`src/rtl/ttg_pkg.sv`:
```
// ttg_pkg: shared types and constants for the triangle tangent generator
// used by every module of the block, depends on nothing

package ttg_pkg;

   localparam int INDEX_BITS_DEFAULT = 16;
   localparam int IDX_W    = 16;
   localparam int POS_W    = 32;
   localparam int DELTA_W  = 33;
   localparam int PROD_W   = 66;
   localparam int MAG_W    = 66;
   localparam int NORM_W   = 30;
   localparam int SUM_W    = 62;
   localparam int ROOT_W   = 64;
   localparam int LEN_W    = 31;
   localparam int TAN_W    = 18;
   localparam int FRAC_W   = 16;
   localparam int STEP_W   = 5;
   localparam int MUL_LAST = 9;
   localparam int SQR_LAST = 3;
   localparam int DIV_LAST = 19;
   localparam int REQ_W    = ((IDX_W + 5 * POS_W + 7) / 8) * 8;
   localparam int RSP_W    = ((IDX_W + 3 * TAN_W + 7) / 8) * 8;

   typedef enum logic [2:0] {
      ST_IDLE,
      ST_MUL,
      ST_NORM,
      ST_SQR,
      ST_ROOT,
      ST_DIV,
      ST_OUT
   } state_type;

endpackage

```
`src/rtl/ttg_mul.sv`:
```
// ttg_mul: shared signed multiplier with a registered product
// depends on ttg_pkg for operand and product widths

module ttg_mul (
   input  logic                                clock,
   input  logic signed [ttg_pkg::DELTA_W-1:0] mul_a,
   input  logic signed [ttg_pkg::DELTA_W-1:0] mul_b,
   output logic signed [ttg_pkg::PROD_W-1:0]  mul_p
);

   logic signed [ttg_pkg::PROD_W-1:0] product_ff;
   logic signed [ttg_pkg::PROD_W-1:0] product_in;

   assign product_in = mul_a * mul_b;

   always_ff @(posedge clock) begin
      product_ff <= product_in;
   end

   assign mul_p = product_ff;

endmodule

```
`config.mk`:
```
export PLATFORM = sky130hd
export DESIGN_NAME = ttg_mul
export DESIGN_NICKNAME = d
export VERILOG_FILES = /design/src/rtl/ttg_pkg.sv /design/src/rtl/ttg_mul.sv
export SDC_FILE = /design/constraint.sdc
export NUM_CORES = 2
export LEC_CHECK = 0
export ABC_AREA = 1
export BUFFER_PORTS_ARGS = -buffer_cell sky130_fd_sc_hd__buf_2
export CORE_ASPECT_RATIO = 1.1
export CORE_MARGIN = 4
export CORE_UTILIZATION = 60
export CTS_CLUSTER_DIAMETER = 200
export DETAILED_ROUTE_END_ITERATION = 8
export PLACE_DENSITY_LB_ADDON = 0.2
export SLEW_MARGIN = 20
export SYNTH_ARGS = -nofsm -noshare
export SYNTH_HDL_FRONTEND = slang
export SYNTH_SLANG_ARGS = --single-unit
```
`constraint.sdc`:
```
create_clock -name clock -period 17.9 [get_ports clock]
set_input_delay 2.685 -clock clock [delete_from_list [all_inputs] [get_ports clock]]
set_output_delay 2.685 -clock clock [all_outputs]
set_load 0.05 [all_outputs]
```
==> flow_metrics.tcl <==
set metrics [dict create \
    yosysMostFrequentCell "inv_1" \
    cts-hold-fix-buffers 0 \
    holdPathStages 3 \
    vias 32850 \
    critPathArrivalTime_ns 10.37 \
    fp.dieArea_mm2 0.0763 \
    fillers 6281 \
    final.min_clock_period_ns 10.13 \
    antenna_found_initial 8 \
    crit_path_max_fanout 33 \
    hp-class "in -> reg" \
    slew_headroom 0.315 \
    cts-resized-gates 0 \
    async_flop_share 0 \
    syn-num-nets 6978 \
    drv_slew 0 \
    largest_reg_flops 66 \
    drc_errors 0 \
    dieHeight_um 289 \
    yosysSeqAreaShare 0.0306 \
    maxCapViolCount 0 \
    fin_crit_sh 0.566 \
    slowest_delay_ns 1.26 \
    grt_max_degree 35 \
    yosysUniqueCellTypes 32 \
    ios 133 \
    tightest_slew_ns 1.03 \
    port_buffers 132 \
    core_area_mm2 0.0708 \
    grt_pass1_vias 36530 \
    synth_commonest_cells "inv_1 (1896), nand2_1 (1523), fa_1 (1145)" \
    rows 102 \
    startpoint "mul_a[32]" \
    grt_overflow 0 \
    ys_ff_latch 66 \
    grt_pass1_wl_um 191000 \
    path_delay_family "adder cells" \
    ant_nets 0 \
    viasPerCell 5.14 \
    cts-root-buf "clkbuf_16" \
    hp-start "mul_b[0]" \
    yosys.area.top_type "fa_1" \
    min_to "mul_p[0]" \
    synth_edf_count 0 \
    startpoint_type "primary input" \
    dr.pass1.iters 6 \
    layout.area.seq_mm2 0.00132 \
    synthTopCellsByArea "fa_1 (53%), inv_1 (16%), nand2_1 (13%), ha_1 (6.3%), dfxtp_1 (3.1%)" \
    crit_chain "buf_2 -> nand2_1 -> inv_1 -> fa_1 -> fa_1 -> fa_1 -> fa_1 -> fa_1 -> fa_1 -> fa_1 -> inv_1 -> fa_1 -> inv_1 -> ha_1 -> nand2_1 -> nor2_1 -> nand2_1 -> nor4_1 -> nand2_1 -> nand3_1 -> nand2_1" \
    crit_path_end_kind "flip-flop" \
    dieWidth_um 264 \
    cts_made_buffers 9 \
    setup_viol 0 \
    critPathKind "in -> reg" \
    hpwl_um 95200 \
    syn_area_mm2 0.0432 \
    yosysWarnings 0 \
    finalHoldViolCount 0 \
    cts.clk_slew.worst_paths_ns 0.07 \
    postSynthCellCount 5549 \
    clock-sinks 66 \
    avgSynthCellArea_um2 7.78 \
    cp.buffers_inverters 4 \
    synth_top_area_share 0.531 \
    fmax_mhz 98.8 \
    wirelength_um 115000 \
    cts_tree "built" \
    initial_core_util 0.610 \
    fin_tns_setup_ns 0 \
    multi_input_area_mm2 0.0337 \
    cts_setup_buffers 0 \
    critPathMostFrequentCell "fa_1" \
    status "finished clean" \
    cts.path.max_buffers 2 \
    drt_iter0_drc 2337 \
    areaGrowthSynthToFinish_pct 2.92 \
    required_ns 18.14 \
    wire_per_inst_um 18.0 \
    cp_slowest_cell "fa_1" \
    gp_congestion 0.992 \
    track_usage 0.319 \
    layout.nets 6872 \
    drive_gt1_frac 0.0413 \
    rsz0062_at_grt "false" \
    htreeDepth 3 \
    dominantRegCellSynth "dfxtp_1" \
]
## worst max path at each step
stage           endpoint  slack [ns]  depth (start not counted)
2_1_floorplan  mul_p[60]        8.46                         23
3_3_place_gp   mul_p[64]        7.57                         24
3_5_place_dp   mul_p[63]        7.50                         21
4_1_cts        mul_p[53]        7.82                         23
5_1_grt        mul_p[63]        7.28                         21
6_report       mul_p[64]        7.77                         21
## layer usage
metal | global-route usage | vias up | wire length [um]
met1 | 0.387 | 16380 | 42300
met4 | 0.124 | 4 | 5700
met3 | 0.0469 | 352 | 8140
met5 | 0 | - | 31
li1 | - | 14788 | -
met2 | 0.578 | 1326 | 58900
## logic make-up (layout without fill, tap and decap cells)
| group | count (synthesis) | in the layout | synth area share |
|---|---|---|---|
| and+or+nand+nor | 1812 | 1812 | 0.166 |
| AOI/OAI and AO/OA | 105 | 105 | 0.0134 |
| other | 0 | 6 | 0 |
| xor gates and xnor gates | 39 | 39 | 0.00791 |
| adders and majority gates | 1362 | 1362 | 0.594 |
| DFF | 66 | 66 | 0.0306 |
| buffers and inverters | 2165 | 2064 | 0.188 |
## worst min-delay path, delay by kind of cell
kind / cells / cell delay, ns
buffers and inverters: 2 / 0.34
AND/OR/NAND/NOR: 1 / 0.13
## cell type report
class                           instances  area share
Inverter                             1902       0.161
Timing Repair Buffer                  146      0.0172
Antenna cell                            6    0.000338
Clock inverter                          7     0.00158
Multi-Input combinational cell       3318       0.759
Tap cell                              936      0.0264
Clock buffer                            9     0.00507
Sequential cell                        66      0.0297
## cells in the final DEF, fill, tap and decap left out, types with 2 or more instances in the layout
master / instances
or2_2: 5
nor2_1: 125
dfxtp_1: 66
nand3_2: 8
o21bai_1: 12
nand4_1: 19
nand2_2: 15
nor2_2: 22
diode_2: 6
o21ai_0: 18
inv_2: 6
nor4_1: 5
nand3b_1: 4
nand2_1: 1523
nor3_1: 8
clkinv_4: 2
o21ai_1: 6
clkinv_2: 3
fa_1: 1145
a21o_1: 3
buf_4: 14
and2_1: 2
nand3_1: 70
xor2_1: 35
buf_2: 132
xnor2_1: 4
ha_1: 217
clkbuf_16: 9
inv_1: 1895
a21oi_2: 3
a21oi_1: 61
nor2_4: 4
## stage by stage
step,util,worst slack (ns),hold slack (ns),instances,instance area [um2]
finish,0.627,7.77,2.88,6390,44400
global route,0.627,7.28,2.91,6386,44400
CTS,0.627,7.82,2.85,6384,44400
detailed placement,0.623,7.50,3.15,6368,44100
global placement,0.623,7.57,3.15,6368,44100
floorplan,-,8.46,2.95,5549,43200
Power is left out: the tool's default activity adds up to more than one toggle a clock period on the data nets, which glitch-free logic cannot reach.
